**config.mk**
```make
export PLATFORM = sky130hd
export DESIGN_NAME = cagv_cfg_regs
export DESIGN_NICKNAME = d
export VERILOG_FILES = /design/src/rtl/crowd_agent_goal_velocity_step_defines.svh /design/src/rtl/cagv_pkg.sv /design/src/rtl/cagv_cfg_regs.sv
export SDC_FILE = /design/constraint.sdc
export NUM_CORES = 1
export LEC_CHECK = 0
export BUFFER_PORTS_ARGS = -buffer_cell sky130_fd_sc_hd__buf_2
export CORE_ASPECT_RATIO = 0.5
export CORE_MARGIN = 1
export CORE_UTILIZATION = 37
export CTS_CLUSTER_DIAMETER = 100
export DETAILED_ROUTE_END_ITERATION = 8
export PLACE_DENSITY = 0.76
export SETUP_SLACK_MARGIN = 0.2
export SYNTH_ARGS = -nofsm -noshare
export SYNTH_HDL_FRONTEND = slang
export SYNTH_SLANG_ARGS = --single-unit
```
**constraint.sdc**
```tcl
create_clock -name clk_i -period 0.8 [get_ports clk_i]
set_input_delay 0.16 -clock clk_i [delete_from_list [all_inputs] [get_ports clk_i]]
set_output_delay 0.16 -clock clk_i [all_outputs]
set_load 0.02 [all_outputs]
```
**src/rtl/crowd_agent_goal_velocity_step_defines.svh**
```systemverilog
// ----------------------------------------------------------------------------
// Assertion macros for the crowd agent goal velocity step
// Shared concurrent assertion forms, clocked on clk_i and disabled in reset.
// ----------------------------------------------------------------------------
`ifndef CROWD_AGENT_GOAL_VELOCITY_STEP_DEFINES_SVH
`define CROWD_AGENT_GOAL_VELOCITY_STEP_DEFINES_SVH

// The consequent must hold in the same cycle as the antecedent.
`define CAGV_ASSERT_IMPLY(lbl, ante, cons) \
  lbl: assert property (@(posedge clk_i) disable iff (!rst_ni) (ante) |-> (cons)) \
    else $error("%m: implication check failed");

// The consequent must hold a fixed number of cycles after the antecedent.
`define CAGV_ASSERT_DELAY(lbl, ante, dly, cons) \
  lbl: assert property (@(posedge clk_i) disable iff (!rst_ni) (ante) |-> ##(dly) (cons)) \
    else $error("%m: delayed check failed");

`endif

```
**src/rtl/cagv_pkg.sv**
```systemverilog
// ----------------------------------------------------------------------------
// Crowd agent goal velocity step package
// Widths, constants, stage payload types and saturation helpers.
// ----------------------------------------------------------------------------
package cagv_pkg;

  localparam int unsigned DataW     = 32;
  localparam int unsigned UW        = 31;
  localparam int unsigned AddrW     = 3;
  localparam int unsigned RootW     = 33;
  localparam int unsigned RadW      = 2 * RootW;
  localparam int unsigned RemW      = RootW + 3;
  localparam int unsigned SqrtSteps = RootW;
  localparam int unsigned NumW      = 64;
  localparam int unsigned DenW      = 33;
  localparam int unsigned QuotW     = 32;
  localparam int unsigned DivSteps  = QuotW;
  localparam int unsigned DivLanes  = 4;
  localparam int unsigned SatW      = 52;

  localparam logic [UW-1:0] TimeStepReset = 31'd6554;
  localparam logic [15:0]   BlendQ16      = 16'd26214;

  localparam logic signed [DataW-1:0] S32Max = 32'sh7fff_ffff;
  localparam logic signed [DataW-1:0] S32Min = 32'sh8000_0000;
  localparam logic signed [SatW-1:0]  SatHi  = 52'sd2147483647;
  localparam logic signed [SatW-1:0]  SatLo  = -52'sd2147483648;

  typedef enum logic [0:0] {
    RegTimeStep = 1'b0
  } reg_idx_e;

  typedef struct packed {
    logic              arrived;
    logic              vzero;
    logic              dsx;
    logic              dsy;
    logic [31:0]       mx;
    logic [31:0]       my;
    logic [62:0]       pnx;
    logic [62:0]       pny;
    logic [61:0]       reach;
    logic              vsx;
    logic              vsy;
    logic [31:0]       avx;
    logic [31:0]       avy;
    logic [DataW-1:0]  npx;
    logic [DataW-1:0]  npy;
    logic [DataW-1:0]  ox;
    logic [DataW-1:0]  oy;
  } sq_pay_t;

  typedef struct packed {
    logic              arrived;
    logic              keep;
    logic [DataW-1:0]  npx;
    logic [DataW-1:0]  npy;
    logic [DataW-1:0]  ox;
    logic [DataW-1:0]  oy;
  } dv_pay_t;

  typedef struct packed {
    logic              neg;
    logic [NumW-1:0]   num;
    logic [DenW-1:0]   den;
  } div_op_t;

  typedef struct packed {
    logic              neg;
    logic              ovf;
    logic [QuotW-1:0]  quo;
  } div_res_t;

  function automatic logic [DataW-1:0] sat32(input logic signed [SatW-1:0] v);
    logic [DataW-1:0] r;
    if (v > SatHi) begin
      r = S32Max;
    end else if (v < SatLo) begin
      r = S32Min;
    end else begin
      r = v[DataW-1:0];
    end
    return r;
  endfunction

  function automatic logic [DataW-1:0] quo_to_s32(input div_res_t r);
    logic [DataW-1:0] v;
    if (r.ovf) begin
      v = r.neg ? S32Min : S32Max;
    end else if (r.neg) begin
      v = (r.quo > 32'h8000_0000) ? S32Min : (32'h0 - r.quo);
    end else begin
      v = (r.quo > 32'h7fff_ffff) ? S32Max : r.quo;
    end
    return v;
  endfunction

endpackage

```
**src/rtl/cagv_cfg_regs.sv**
```systemverilog
// ----------------------------------------------------------------------------
// Configuration registers
// APB-style register file holding the simulation time step.
// ----------------------------------------------------------------------------
module cagv_cfg_regs
  import cagv_pkg::*;
(
  input  logic             clk_i,
  input  logic             rst_ni,
  input  logic             psel,
  input  logic             penable,
  input  logic             pwrite,
  input  logic [AddrW-1:0] paddr,
  input  logic [31:0]      pwdata,
  output logic [31:0]      prdata,
  output logic             pready,
  output logic [UW-1:0]    time_step_o
);

  logic [UW-1:0] time_step_q;
  logic          wr_en;

  assign pready      = 1'b1;
  assign wr_en       = psel && penable && pwrite &&
                       (reg_idx_e'(paddr[AddrW-1:2]) == RegTimeStep);
  assign time_step_o = time_step_q;

  always_ff @(posedge clk_i or negedge rst_ni) begin
    if (!rst_ni) begin
      time_step_q <= TimeStepReset;
    end else if (wr_en) begin
      time_step_q <= pwdata[UW-1:0];
    end
  end

  always_comb begin
    unique case (reg_idx_e'(paddr[AddrW-1:2]))
      RegTimeStep: prdata = {1'b0, time_step_q};
      default:     prdata = '0;
    endcase
  end

endmodule

```
Word-level counts from Yosys, hierarchy flattened
Index checks and enable logic that the tools add are counted.
- memory bits (read-only): 0
- register bits after elaboration: 31
- memories: 0
- memory bits (writable): 0
- bits in latches: 0
- logic and storage cells: 6
- input bits: 40
- output and inout bits: 64
- add/subtract/negate cells: 0
- $mul: 0
- shift-type cells: 0
- $lt $le $gt $ge: 0
- reduce and logical (&&, ||, !) cells: 3
- bitwise operators: 1
- multiplexer cells: 1
- div/mod/pow operators: 0
- equal/unequal tests: 0
- operators by type and width (cell ; count):
    $mux 31 ; 1
    $logic_and 1x1->1 ; 3
    $not 1->1 ; 1

Longest topological paths before layout
- depth in word-level cells: 3
- depth in mapped cells: 3
- gate-level depth less buffers: 2

Worst setup path after synthesis
Ideal clock, no wire load.
- path kind: register to output
- from: reg time_step_q[11], in the netlist time_step_o[11]
- to: out prdata[11]
- buffers on the path: 0
- cell stages (with the launch flop): 2
- arrival time: 0.935 ns
- slack: -0.295 ns
- data required time: 0.640 ns
- path through: dfstp_2 nor2b_1
- word-level cells in the longest chain between the ends: 1
- RTL lines (what ; RTL line ; text):
    start, declared ; cagv_cfg_regs.sv:20 ; logic [UW-1:0] time_step_q;
    start signal, assigned ; cagv_cfg_regs.sv:30 ; time_step_q <= TimeStepReset;
    start signal, assigned ; cagv_cfg_regs.sv:32 ; time_step_q <= pwdata[UW-1:0];
    $mux 31 ; cagv_cfg_regs.sv:37 ; unique case (reg_idx_e'(paddr[AddrW-1:2]))
    end, declared ; cagv_cfg_regs.sv:15 ; output logic [31:0] prdata,
Every way passes these cells.

Worst setup path in the final report
- from: reg time_step_q[12], in the netlist time_step_o[12]
- to: out prdata[12]
The elaborated chain is that of the path after synthesis.

==> out/metrics.cfg <==
[setup_path]
r2r_start=time_step_o[21]
reg2reg_depth=3
cp.required_ns=0.64
r2r_end=time_step_o[21]
end_kind=output port
worstSetupPathType=flop to output port
startpoint_type=flop
worstPathMaxFanout=3
r2r_slack_ns=-0.22
worstPathArrival_ns=1.13

[detailed_routing]
drt-wirelength-per-cell_um=17.6
ant_nets=0
vias=1334
drtIter0Drc=46
firstDrtPassIters=3
drc=0
via_per_inst=4.58
finalWirelength_um=5130

[floorplan]
rows=16
dieHeight_um=47.5
core_um2=3920
dieArea_um2=4420
die_w_um=93.0
ioPinCount=104
start_util_pct=39.0

[yosys]
syn-num-nets=144
synth_compound_area_share_pct=0
synthAdderAreaFrac_pct=0
ys_types=10
synth_cells=104
synthesis.area_um2=1530
yosysTopAreaCell=dfrtp_1
yosysSeqAreaShare_pct=51.2
synth.area.mux_share_pct=30.1
synth-xor-area-share_pct=0
synth_area_leaders=dfrtp_1 (39%), mux2_4 (29%), nor2b_1 (13%)
synth-simple-area-share_pct=14.2
synth_top_family_by_area=multiplexers
yosysWarnings=0
synth_top_area_share_pct=39.2
synth-seq-cells=31
syn_area_per_cell_um2=14.7

[finish]
antenna_cells=0
final_common_cell=buf_6
final_cell_mix=buf_6 (85), buf_2 (35), nor2b_4 (31), mux2_4 (31), dfrtp_2 (24)
synthToLayoutAreaGrowth_pct=116
largest_reg_flops=31
drive_above_1_share_pct=99.2
layout.nets=276
stdcell_count=291
fin_area_um2=3300
fin_util_pct=84.1

[global_route]
grt_usage_pct=21.7
grt_pass1_vias=1325
grt_max_degree=32
grt_pass1_wl_um=6790
antenna_found_initial=0
overflow=0

[sta]
final-hold-violation-count=24
worst_slack_ns=-0.492
final.setup_skew_ns=0
setup_tns_ns=-22.10
setup_viol=93
fmax_ghz=0.774
drv_slew=0
rsz0062_at_grt=yes
hold_ws_ns=-0.188
fin_crit_sh_pct=161
fin_crit_ns=1.29

[clock_tree]
clk_path_buf_depth=2
cts-htree-levels=2
clkTransAtPathRegs_ns=0.07
cts_tree=done
clock_sinks=31
cts_buffers=5
cts-root-buf=clkbuf_8
clock_latency_ns=0.28

[outcome]
violations=negative hold slack, negative setup slack
outcome=finished with violations

[flow_run]
maxCapViolations=0

[placement]
gp_congestion=0.704
hpwl_um=2650
placedCellCount=256
dpl-instance-area_um2=2400
numPortBuffers=98

[pwr]
power.density_nw_per_um2=2400
ir_drop_mv=1.59
cellLeakagePower_nw=1.70

[hold_path]
hold_class=input port to asynchronous set/reset pin

## kinds of logic (layout without fill, tap and decap cells)
kind of cell  Yosys count  after routing
other cells             2              2
buf+inv                 8            141
mux                    31             31
simple gates           32             32
flops                  31             31
## through the flow
stage               total power [W]  setup slack, ns  hold slack [ns]
floorplan                   0.00408           -0.154           -0.136
global placement            0.00483           -0.313            0.123
detailed placement          0.00490           -0.329            0.126
CTS                         0.00754           -0.450           -0.181
global route                0.00827           -0.515           -0.179
finish                      0.00793           -0.492           -0.188
## cells in the mapped netlist
cell      number
buf_4          2
buf_6          3
clkbuf_1       3
conb_1         2
dfrtp_1       24
dfstp_2        7
mux2_2         1
mux2_4        30
nand4b_4       1
nor2b_1       31
## worst max-delay path by stage
stage                          startpoint  slack (ns)               to  cells past startpoint
after detailed placement         paddr[2]       -0.33  time_step_o[10]                      4
final                     time_step_o[12]       -0.49       prdata[12]                      2
after global placement           paddr[2]       -0.31  time_step_o[16]                      4
after CTS                 time_step_o[11]       -0.45       prdata[11]                      2
after floorplan           time_step_o[11]       -0.15       prdata[11]                      1
after global routing      time_step_o[12]       -0.51       prdata[12]                      2
## routing by layer
| metal | GRT usage, % | wire length (µm) | up-vias |
|---|---|---|---|
| li1 | - | - | 603 |
| met1 | 25.6 | 2170 | 683 |
| met2 | 41.5 | 2720 | 39 |
| met3 | 4.13 | 160 | 9 |
| met4 | 8.62 | 82 | 0 |
| met5 | 0 | 0 | - |
## power by group
group | total, W | leakage (nW) | switching, W | internal (W)
Clock | 0.00160 | 0.0612 | 0.000596 | 0.00101
Sequential | 0.00243 | 0.335 | 0.000404 | 0.00203
Combinational | 0.00390 | 1.30 | 0.00146 | 0.00243
## worst max-delay path, stage by stage (launching register included)
cell,delay [ns]
dfstp_2,0.57
nor2b_4,0.16
buf_6,0.12
## final cells by class
cell class	count	area, µm²
fill	184	623
clock buffer	6	82.6
tap	54	67.6
multi-input combinational	65	923
timing repair buffer	133	1380
sequential	31	815
clock inverter	2	35.0
## repair_timing
| item | in CTS | in global routing |
|---|---|---|
| buffers inserted | 14 | 10 |
| setup endpoints to repair | 93 | 93 |
| gates cloned | 3 | 0 |
| resized for setup | 143 | 16 |
| endpoints found under the hold margin | 24 | 24 |
(Power assumes the default switching activity.)
